`src/hdl/weacc_pkg.sv`:
```
// Shared types and constants for the wrap-extending energy accumulator.
// No dependencies; used by every module of the block by scoped name.
`timescale 1ns / 1ps
`default_nettype none

package weacc_pkg;

  // Microjoules per joule, used for the unit conversion
  localparam logic [19:0] UJ_PER_J = 20'd1000000;

  // Reset value of the unit exponent register
  localparam logic [4:0] EXP_RESET = 5'd16;

  // One input beat
  typedef struct packed {
    logic [5:0]  channel;
    logic [31:0] raw_count;
  } in_item_t;

  // One result beat
  typedef struct packed {
    logic [5:0]  channel_out;
    logic [63:0] energy_uj;
  } out_item_t;

  // Updated channel total handed from the tracker to the scaler
  typedef struct packed {
    logic        valid;
    logic        in_range;
    logic [5:0]  channel;
    logic [63:0] total;
  } total_beat_t;

endpackage

`default_nettype wire

```
`src/hdl/weacc_scale.sv`:
```
// Unit conversion: total * 1e6 modulo 2^64 in two 32-bit halves, then right shift
// by the unit exponent; out-of-range channels give zero. Uses weacc_pkg.
`timescale 1ns / 1ps
`default_nettype none

module weacc_scale (
  input  wire                    clk,
  input  wire                    rst,
  input  weacc_pkg::total_beat_t beat,
  input  wire  [4:0]             unit_exp,
  output logic                   result_valid,
  output weacc_pkg::out_item_t   result
);

  logic        p_valid;
  logic        p_in_range;
  logic [5:0]  p_channel;
  logic [51:0] lo_prod;
  logic [31:0] hi_prod;

  logic [51:0] lo_prod_next;
  logic [51:0] hi_prod_full;
  logic [63:0] product;
  logic [63:0] shifted;

  // Partial products of the low and high halves
  assign lo_prod_next = beat.total[31:0]  * weacc_pkg::UJ_PER_J;
  assign hi_prod_full = beat.total[63:32] * weacc_pkg::UJ_PER_J;

  // Recombine modulo 2^64 and scale
  assign product = {12'd0, lo_prod} + {hi_prod, 32'd0};
  assign shifted = product >> unit_exp;

  always_ff @(posedge clk) begin
    if (rst) begin
      p_valid      <= 1'b0;
      result_valid <= 1'b0;
    end else begin
      p_valid      <= beat.valid;
      result_valid <= p_valid;
    end
  end

  always_ff @(posedge clk) begin
    p_in_range         <= beat.in_range;
    p_channel          <= beat.channel;
    lo_prod            <= lo_prod_next;
    hi_prod            <= hi_prod_full[31:0];
    result.channel_out <= p_channel;
    result.energy_uj   <= p_in_range ? shifted : 64'd0;
  end

endmodule

`default_nettype wire

```
`config.mk`:
```
export PLATFORM = sky130hd
export DESIGN_NAME = weacc_scale
export DESIGN_NICKNAME = d
export VERILOG_FILES = /design/src/hdl/weacc_pkg.sv /design/src/hdl/weacc_scale.sv
export SDC_FILE = /design/constraint.sdc
export NUM_CORES = 1
export LEC_CHECK = 0
export ABC_CLOCK_PERIOD_IN_PS = 7300
export BUFFER_PORTS_ARGS = -buffer_cell sky130_fd_sc_hd__buf_2
export CAP_MARGIN = 20
export CORE_AREA = 4 4 174 176
export DETAILED_ROUTE_END_ITERATION = 8
export DIE_AREA = 0 0 178 180
export PLACE_DENSITY = 0.83
export SLEW_MARGIN = 20
export SYNTH_ARGS = -nofsm -noshare
export SYNTH_HDL_FRONTEND = slang
export SYNTH_SLANG_ARGS = --single-unit
```
`constraint.sdc`:
```
create_clock -name clk -period 7.3 [get_ports clk]
set_input_delay 1.46 -clock clk [delete_from_list [all_inputs] [get_ports clk]]
set_output_delay 1.46 -clock clk [all_outputs]
set_load 0.05 [all_outputs]
```
* Yosys cells after proc, flatten, opt, wreduce, memory -nomap -nowiden
Index checks and enable logic that the tools add are counted.
Word-level totals: output and inout bits 71, word-level logic and storage cells 12, register bits 151, bits of input ports 79
Operators by class: multipliers 2, add/subtract/negate cells 1, shift operators 1
Operators by type and width (number):
- adder 52 x 64 -> 64 bit | 1
- >> shifter 64 x 5 -> 64 bit | 1
- multiplier 32 x 14 -> 46 bit, second input constant | 1
- multiplier 32 x 14 -> 26 bit, second input constant | 1

* Depth between registers and ports, before layout
Gate-level depths: netlist of the first run.
depth after elaboration 2, mapped depth 23, gate-level depth less buffers 23

* Least setup slack after synthesis of the first run
No wires, ideal clock.
path type input-to-reg, start in beat[1] in the netlist's numbering, end reg lo_prod[48], data required time 7228 ps, setup time 72 ps, stages 21, arrival time 6467 ps, path slack 761 ps, path buffers 0, path through inv_1 > fa_1 > inv_1 > fa_1 > fa_1 > fa_1 > ha_1 > inv_1 > fa_1 > inv_1 > ha_1 > a21oi_1 > nand2_1 > a221o_1 > a31oi_2 > o21ai_2 > a211oi_2 > o21ai_2 > a221o_1 > a21oi_2 > xnor2_1
Between the ends: longest elaborated chain between the ends 1
RTL lines:
- start: declaration | line weacc_scale.sv:9 | input weacc_pkg::total_beat_t beat,
- multiplier 32 x 14 -> 46 bit | line weacc_scale.sv:27 | assign lo_prod_next = beat.total[31:0] * weacc_pkg::UJ_PER_J;
- named net lo_prod_next[48] | line weacc_scale.sv:21 | logic [51:0] lo_prod_next;
- end signal: assignment | line weacc_scale.sv:47 | lo_prod <= lo_prod_next;
- end: declaration | line weacc_scale.sv:18 | logic [51:0] lo_prod;
The timed path passes the listed nets, and every way through them passes these cells. A chain may end at the register's enable or synchronous reset.

* Worst setup path in the final report of the first run
start in beat[3] in the netlist's numbering, end reg lo_prod[51]
Same word-level chain as after synthesis.

==> flow_metrics.env, run 1 <==
export IMPL_die_area_mm2=0.0320
export IMPL_grt_pass1_vias=14400
export IMPL_cts_inserted_buffers=17
export IMPL_worstSetupEndpointType="flip-flop"
export IMPL_ys_ff_latch=151
export IMPL_finalSetupViolCount=0
export IMPL_status="complete, no violations"
export IMPL_pre_cts_slack_ps=78.3
export IMPL_rr_worst_depth=12
export IMPL_routed_wl_um=40000
export IMPL_hp_class="flip-flop to flip-flop"
export IMPL_drv_cap=0
export IMPL_area_growth_syn_to_layout_pct=9.07
export IMPL_crit_fanout=5
export IMPL_setup_ws_ps=407
export IMPL_netlist_instances=1940
export IMPL_synth_async_reset_ratio_pct=0
export IMPL_layout_drive_gt1_share_pct=13.0
export IMPL_fin_crit_ps=6890
export IMPL_cp_data_required_time_ps=7630
export IMPL_ctsResizeCount=0
export IMPL_htreeDepth=4
export IMPL_ios=150
export IMPL_postSynthAreaPerCell_um2=9.19
export IMPL_drtIter0Drc=1231
export IMPL_worst_ep_arrival_time_ps=7220
export IMPL_cts_setup_buffers=0
export IMPL_start_util_pct=62.3
export IMPL_dr_total_vias=13900
export IMPL_ctsHoldBuffers=0
export IMPL_fmax_mhz=145
export IMPL_period_share_pct=94.4
export IMPL_clock_latency_ps=440
export IMPL_yosys_most_used_dff="dfxtp_1"
export IMPL_slew_headroom_pct=36.3
export IMPL_wl_per_cell_um=16.4
export IMPL_rsz0062_at_grt="no"
export IMPL_num_rows=62
export IMPL_whs_ps=330
export IMPL_cts_tree="yes"
export IMPL_tightest_slew_ps=954
export IMPL_root_buffer="clkbuf_16"
export IMPL_syn_cell_area_mm2=0.0178
export IMPL_grt_util_all_layers_pct=25.6
export IMPL_hpwlAfterDp_um=33400
export IMPL_synth_distinct_cells=79
export IMPL_skew_ps=15.9
export IMPL_seqCellArea_mm2=0.00302
export IMPL_clock_path_buffers=2
export IMPL_yosysWarnings=0
export IMPL_coreArea_mm2=0.0286
export IMPL_num_antenna_cells=0
export IMPL_grt_max_degree=72
export IMPL_hold_viol_final=0
export IMPL_drt_vias_per_instance=5.70
export IMPL_timing_setup_tns_ps=0
export IMPL_syn_num_nets=2455
export IMPL_layout_nets=2562
export IMPL_detail_route_first_pass_iterations=6
export IMPL_die_h_um=180
export IMPL_cts_sinks=151
export IMPL_portBuffers=143
export IMPL_synth_seq_area_share_pct=16.9
export IMPL_path_clk_slew_ps=70
export IMPL_slew_violations=0
export IMPL_multi_input_area_mm2=0.0132
export IMPL_ant_nets=0
export IMPL_grt_overflow_total=0
export IMPL_synth_edf_count=0
export IMPL_place_congestion=0.933
export IMPL_nFillCells=2201
export IMPL_crit_type="input pin to flip-flop"
export IMPL_die_x_um=178
export IMPL_antenna_found_initial=0
export IMPL_grt_pass1_wl_um=68200
export IMPL_hold_depth=0
export IMPL_drc=0
export IMPL_worst_setup_path_start_kind="input pin"
-- placed cells by master, fill, tap and decap left out, types with 10 or more instances in the layout --
cell and n:
inv_1 354, ha_1 234, fa_1 202, dfxtp_1 151
buf_2 143, nor2_1 132, nand2_1 125, a21oi_1 98
o21ai_0 68, xnor2_1 63, mux2i_1 38, a211oi_1 33
mux2_2 32, a21o_1 29, mux4_2 26, nor3_1 24
xor2_1 22, nor2b_1 21, o21a_1 21, and2_1 17
o22ai_1 17, clkbuf_16 17, nand3_1 16, and3_1 10
-- metrics by stage --
step | utilization, % | area (um^2) | instances
CTS | 68.0 | 19500 | 2444
global route | 68.0 | 19500 | 2444
detailed placement | 65.8 | 18800 | 2412
floorplan | - | 17800 | 1940
finish | 68.0 | 19500 | 2444
global placement | 65.8 | 18800 | 2412
-- routing by layer --
layer	global-route usage (%)	wire (um)
met1	34.5	17500
met2	43.8	19500
met3	3.34	2160
met4	6.34	830
met5	0	0
-- flip-flops by register name, indices dropped and copies added (netlist names) --
name / cells
result_valid: 1
lo_prod: 46
p_valid: 1
p_in_range: 1
p_channel: 6
hi_prod: 26
result: 70
-- Yosys cell counts (3+ instances only) --
master / instances / share of area (%)
nor2b_1: 21 / 0.74
mux4_2: 26 / 3.3
o21ai_0: 68 / 1.9
and2_1: 17 / 0.60
nand2_1: 125 / 2.6
a221oi_1: 3 / 0.15
o31a_1: 4 / 0.20
and3_1: 10 / 0.35
clkbuf_1: 48 / 1.0
a221o_1: 4 / 0.22
a22o_1: 4 / 0.20
a211oi_1: 33 / 1.4
a311oi_1: 3 / 0.15
o32ai_1: 5 / 0.25
fa_1: 202 / 23
nor3_1: 24 / 0.67
o21ai_1: 5 / 0.14
o21a_1: 21 / 0.88
o21bai_1: 3 / 0.13
a21oi_1: 98 / 2.7
nand2b_1: 8 / 0.28
ha_1: 234 / 16
o221ai_1: 3 / 0.15
nand3_1: 16 / 0.45
nand4_1: 6 / 0.21
o22ai_1: 17 / 0.60
or2_2: 7 / 0.25
xnor2_1: 63 / 3.1
nor2_1: 132 / 2.8
a21o_1: 29 / 1.2
a311o_1: 4 / 0.22
dfxtp_1: 151 / 17
mux2_2: 32 / 2.0
o31ai_1: 9 / 0.38
a32oi_1: 3 / 0.15
a31oi_1: 7 / 0.25
a211o_1: 8 / 0.39
xor2_1: 22 / 1.1
inv_1: 354 / 7.4
mux2i_1: 38 / 2.1
buf_1: 11 / 0.23
o211ai_1: 6 / 0.25
-- logic make-up after synthesis --
kind of cell,Yosys count,synth area share [%]
adder cells (fa/ha/maj),436,39.1
buffers and inverters,420,8.86
AND/OR/NAND/NOR,383,9.68
AO/OA/AOI/OAI,369,13.8
flip-flops,151,16.9
multiplexers,96,7.44
XOR/XNOR,85,4.17
-- worst max-delay path, stage by stage --
cell and delay [ps]:
buf_2 150, inv_1 130, fa_1 550, inv_1 50
fa_1 440, fa_1 510, fa_1 420, ha_1 290
inv_1 50, fa_1 470, inv_1 40, ha_1 320
a21o_1 170, a21oi_1 240, o31ai_1 130, a211o_1 290
a31oi_1 270, o21ai_1 230, a21oi_1 210, nand2b_1 90
o21ai_0 320, a41oi_1 210, xnor2_1 150
-- layout make-up --
| type | instances | share of cell area [%] |
|---|---|---|
| Multi-Input combinational cell | 1369 | 68.0 |
| Sequential cell | 151 | 15.5 |
| Timing Repair Buffer | 150 | 3.95 |
| Inverter | 358 | 6.91 |
| Tap cell | 384 | 2.47 |
| Clock buffer | 17 | 2.19 |
| Clock inverter | 15 | 0.926 |
-- path summary, 6_finish.rpt --
path,start,to,slack [ps]
max,beat[3],lo_prod[51],410
min,p_channel[1],result[65],330
max reg2reg,lo_prod[47],result[30],3380
min reg2reg,p_channel[1],result[65],330
Power of run 1 is not shown: default switching activity piles up to over one toggle a cycle in this logic, so the estimate is an artifact.
==> run 2, diff against run 1 <==
--- a/config.mk
+++ b/config.mk
@@ -11,7 +11,7 @@
 export CORE_AREA = 4 4 174 176
 export DETAILED_ROUTE_END_ITERATION = 8
 export DIE_AREA = 0 0 178 180
-export PLACE_DENSITY = 0.83
+export PLACE_DENSITY = 0.87
 export SLEW_MARGIN = 20
 export SYNTH_ARGS = -nofsm -noshare
 export SYNTH_HDL_FRONTEND = slang
==> flow_metrics.env, run 2 (synthesis results as in run 1) <==
export IMPL_drc=0
export IMPL_grt_max_degree=72
export IMPL_hp_class="flip-flop to flip-flop"
export IMPL_cp_data_required_time_ps=7630
export IMPL_skew_ps=12.4
export IMPL_nFillCells=2166
export IMPL_tightest_slew_ps=1020
export IMPL_clock_latency_ps=440
export IMPL_num_rows=62
export IMPL_root_buffer="clkbuf_16"
export IMPL_place_congestion=0.935
export IMPL_largest_reg_flops=70
export IMPL_startpoint="beat[3]"
export IMPL_num_antenna_cells=0
export IMPL_die_area_mm2=0.0320
export IMPL_timing_rr_start="lo_prod[45]"
export IMPL_regMostFlops="result"
export IMPL_htreeDepth=4
export IMPL_drtIter0Drc=1191
export IMPL_period_share_pct=94.2
export IMPL_drv_cap=0
export IMPL_path_clk_slew_ps=70
export IMPL_crit_type="input pin to flip-flop"
export IMPL_reg2reg_setup_slack_ps=3240
export IMPL_grt_pass1_vias=15000
export IMPL_die_x_um=178
export IMPL_slew_headroom_pct=31.9
export IMPL_rr_worst_depth=12
export IMPL_start_util_pct=62.3
export IMPL_rsz0062_at_grt="no"
export IMPL_die_h_um=180
export IMPL_worst_ep_arrival_time_ps=7200
export IMPL_portBuffers=143
export IMPL_status="complete, no violations"
export IMPL_ctsHoldBuffers=0
export IMPL_slew_violations=0
export IMPL_cts_tree="yes"
export IMPL_fin_crit_ps=6870
export IMPL_clock_path_buffers=2
export IMPL_hold_viol_final=0
export IMPL_cts_sinks=151
export IMPL_area_growth_syn_to_layout_pct=8.99
export IMPL_ant_nets=0
export IMPL_finalSetupViolCount=0
export IMPL_hold_depth=0
export IMPL_hpwlAfterDp_um=34200
export IMPL_ios=150
export IMPL_grt_overflow_total=0
export IMPL_layout_nets=2560
export IMPL_final_common_cell="inv_1"
export IMPL_timing_rr_end="result[30]"
export IMPL_cts_inserted_buffers=17
export IMPL_dr_total_vias=14000
export IMPL_worst_setup_path_start_kind="input pin"
export IMPL_worstSetupEndpointType="flip-flop"
export IMPL_antenna_found_initial=0
export IMPL_routed_wl_um=41100
export IMPL_ctsResizeCount=0
export IMPL_timing_setup_tns_ps=0
export IMPL_fmax_mhz=145
export IMPL_detail_route_first_pass_iterations=6
export IMPL_layout_drive_gt1_share_pct=12.9
export IMPL_min_delay_start="p_channel[0]"
export IMPL_drt_vias_per_instance=5.74
export IMPL_grt_util_all_layers_pct=26.5
export IMPL_largest_registers="result: 70 flops, lo_prod: 46 flops, hi_prod: 26 flops"
export IMPL_most_common_layout_cells="inv_1, ha_1, fa_1"
export IMPL_coreArea_mm2=0.0286
export IMPL_crit_fanout=5
export IMPL_grt_pass1_wl_um=70500
export IMPL_cts_setup_buffers=0
export IMPL_hold_end="result[64]"
export IMPL_wl_per_cell_um=16.8
[run 2: cell types whose count changed in the layout (fill, tap and decap cells not counted)]
| cell | change |
|---|---|
| inv_8 | -3 |
| buf_4 | -2 |
| clkinv_4 | +2 |
| clkinv_8 | +1 |
| clkinvlp_4 | -1 |
| inv_6 | +1 |
[run 2: how the worst max path moves through the flow]
stage | to | slack (ps) | cells after the start
6_report | lo_prod[51] | 430 | 23
5_1_grt | lo_prod[51] | 90 | 23
4_1_cts | lo_prod[51] | 530 | 23
3_5_place_dp | lo_prod[51] | 100 | 23
3_3_place_gp | lo_prod[51] | 160 | 23
2_1_floorplan | lo_prod[48] | 760 | 21
[run 2: cell type report]
type                       count  area, um^2  share of cell area (%)
clock inverter                15         181                   0.933
multi-input combinational   1369       13200                    68.1
timing repair buffer         148         753                    3.87
sequential                   151        3020                    15.5
tap                          384         480                    2.47
inverter                     358        1340                    6.91
clock buffer                  17         425                    2.19
[run 2: stage by stage]
stage | std cells | utilization [%] | setup WS (ps) | hold WS, ps | instance area [um^2]
6_report | 2442 | 67.9 | 426 | 328 | 19400
3_3_place_gp | 2410 | 65.8 | 158 | 310 | 18800
5_1_grt | 2442 | 67.9 | 92.2 | 338 | 19400
3_5_place_dp | 2410 | 65.8 | 102 | 313 | 18800
2_1_floorplan | 1940 | - | 761 | 310 | 17800
4_1_cts | 2442 | 67.9 | 533 | 330 | 19400
[run 2: per-layer routing]
metal	vias to the layer above	wire, um	track usage, %
met5	-	0	0
met3	105	2370	3.93
met4	0	1150	7.61
met2	476	20200	45.9
met1	6768	17400	34.4
li1	6680	-	-
[run 2: worst max-delay path, cell delays in order]
cell and delay, ps:
buf_2 150, inv_1 130, fa_1 550, inv_1 50
fa_1 450, fa_1 510, fa_1 410, ha_1 290
inv_1 50, fa_1 480, inv_1 40, ha_1 340
a21o_1 190, a21oi_1 210, o31ai_1 120, a211o_1 290
a31oi_1 270, o21ai_1 210, a21oi_1 210, nand2b_1 100
o21ai_0 340, a41oi_1 200, xnor2_1 150
Power of run 2 is left out for the same reason.
==> run 3, diff against run 2 <==
--- a/config.mk
+++ b/config.mk
@@ -5,12 +5,12 @@
 export SDC_FILE = /design/constraint.sdc
 export NUM_CORES = 1
 export LEC_CHECK = 0
-export ABC_CLOCK_PERIOD_IN_PS = 7300
+export ABC_CLOCK_PERIOD_IN_PS = 6000
 export BUFFER_PORTS_ARGS = -buffer_cell sky130_fd_sc_hd__buf_2
 export CAP_MARGIN = 20
-export CORE_AREA = 4 4 174 176
+export CORE_AREA = 4 4 182 184
 export DETAILED_ROUTE_END_ITERATION = 8
-export DIE_AREA = 0 0 178 180
+export DIE_AREA = 0 0 186 188
 export PLACE_DENSITY = 0.87
 export SLEW_MARGIN = 20
 export SYNTH_ARGS = -nofsm -noshare
==> constraint.sdc (replaced) <==
create_clock -name clk -period 6 [get_ports clk]
set_input_delay 1.2 -clock clk [delete_from_list [all_inputs] [get_ports clk]]
set_output_delay 1.2 -clock clk [all_outputs]
set_load 0.05 [all_outputs]
==> flow_metrics.env, run 3 (synthesis results as in run 1) <==
export IMPL_grtUsageMet3_pct=3.82
export IMPL_cp_data_required_time_ps=6330
export IMPL_coreArea_mm2=0.0314
export IMPL_ant_nets=0
export IMPL_grt_pass1_wl_um=73600
export IMPL_grt_util_all_layers_pct=25.4
export IMPL_regMostFlops="result"
export IMPL_layout_nets=2690
export IMPL_crit_slowest_cell="fa_1"
export IMPL_max_stage_delay_ps=600
export IMPL_grt_max_degree=72
export IMPL_period_share_pct=104
export IMPL_wl_per_cell_um=18.3
export IMPL_timing_setup_tns_ps=-1220
export IMPL_hold_viol_final=0
export IMPL_slew_violations=0
export IMPL_die_h_um=188
export IMPL_fmax_mhz=160
export IMPL_violations="negative setup slack"
export IMPL_drc=0
export IMPL_worst_setup_path_start_kind="input pin"
export IMPL_cts_sinks=151
export IMPL_die_area_mm2=0.0350
export IMPL_drv_cap=0
export IMPL_htreeDepth=4
export IMPL_root_buffer="clkbuf_16"
export IMPL_tightest_slew_ps=937
export IMPL_crit_chain="buf_2 -> inv_2 -> fa_1 -> inv_1 -> fa_1 -> fa_1 -> fa_1 -> ha_1 -> inv_1 -> fa_1 -> inv_1 -> ha_4 -> nand2_4 -> o21a_1 -> o31ai_4 -> a211o_1 -> a31oi_4 -> o21ai_4 -> a21oi_2 -> nand2b_1 -> o21ai_2 -> a41oi_2 -> xnor2_1"
export IMPL_rsz0062_at_grt="yes"
export IMPL_final_util_pct=66.2
export IMPL_drt_vias_per_instance=5.83
export IMPL_multi_input_area_mm2=0.0135
export IMPL_dr_total_vias=15100
export IMPL_grt_use_met2_pct=44.7
export IMPL_fin_crit_ps=6260
export IMPL_area_growth_syn_to_layout_pct=16.5
export IMPL_grt_overflow_total=0
export IMPL_ctsHoldBuffers=0
export IMPL_hp_class="flip-flop to flip-flop"
export IMPL_cts_inserted_buffers=17
export IMPL_portBuffers=143
export IMPL_seqCellArea_mm2=0.00302
export IMPL_layout_drive_gt1_share_pct=20.4
export IMPL_skew_ps=8.92
export IMPL_detail_route_first_pass_iterations=6
export IMPL_cts_tree="yes"
export IMPL_worstSetupEndpointType="flip-flop"
export IMPL_nFillCells=2263
export IMPL_pre_cts_slack_ps=-568
export IMPL_die_x_um=186
export IMPL_drtIter0Drc=1198
export IMPL_slew_headroom_pct=37.4
export IMPL_crit_buf_inv=5
export IMPL_clock_latency_ps=440
export IMPL_start_util_pct=56.8
export IMPL_most_common_layout_cells="inv_1, ha_1, fa_1"
export IMPL_antenna_found_initial=2
export IMPL_grt_busiest_layer="met2"
export IMPL_setup_ws_ps=-258
export IMPL_ios=150
export IMPL_clock_path_buffers=2
export IMPL_path_clk_slew_ps=70
export IMPL_largest_reg_flops=70
export IMPL_grt_pass1_vias=15500
export IMPL_hpwlAfterDp_um=36300
export IMPL_cp_common_cell="fa_1"
export IMPL_grtUsageMet1_pct=32.1
export IMPL_final_common_cell="inv_1"
export IMPL_status="finished, violations left"
export IMPL_finalSetupViolCount=12
export IMPL_crit_family="adder cells"
export IMPL_crit_fanout=4
export IMPL_largest_registers="result: 70 flops, lo_prod: 46 flops, hi_prod: 26 flops"
export IMPL_routed_wl_um=47500
export IMPL_num_antenna_cells=0
export IMPL_worst_ep_arrival_time_ps=6590
export IMPL_place_congestion=0.941
export IMPL_num_rows=65
export IMPL_crit_type="input pin to flip-flop"
## run 3: changes by cell type in the layout (fill, tap and decap cells not counted), moves of 10 or more
cell | previous run | this run
a21oi_1 | 98 | 86
a21oi_2 | 2 | 12
buf_4 | 5 | 137
inv_1 | 354 | 341
o21ai_0 | 68 | 57
## run 3: area by class of cell
type / count / share of cell area, %
repair buffers: 278 / 8.50
inverters: 358 / 6.59
flip-flops and latches: 151 / 14.5
multi-input cells: 1369 / 65.1
well taps: 402 / 2.42
clock inverters: 15 / 0.837
clock buffers: 17 / 2.05
## run 3: final timing paths
kind / from / to / slack (ps) / cells past startpoint
setup / recovery: beat[4] / lo_prod[51] / -260 / 23
setup reg to reg: lo_prod[47] / result[46] / 2040 / 12
hold / removal: p_channel[4] / result[68] / 330 / 0
hold reg to reg: p_channel[4] / result[68] / 330 / 0
## run 3: stage by stage
step	area (um^2)	hold slack, ps	instances
2_1_floorplan	17900	310	1940
3_3_place_gp	19800	311	2549
3_5_place_dp	19800	312	2549
4_1_cts	20500	330	2584
5_1_grt	20800	335	2590
6_report	20800	330	2590
## run 3: repair_timing
action	4_1_cts	5_1_grt
setup buffers	3	6
setup endpoints to repair	6	20
resized for setup	10	70
pin swaps	3	24
gates cloned	0	0
## run 3: routing by layer
metal	vias up	part of all wire, %
li1	6947	-
met1	7269	39
met2	715	50
met3	179	7.1
met4	2	4.1
met5	-	0.015
Power of run 3 is left out for the same reason.
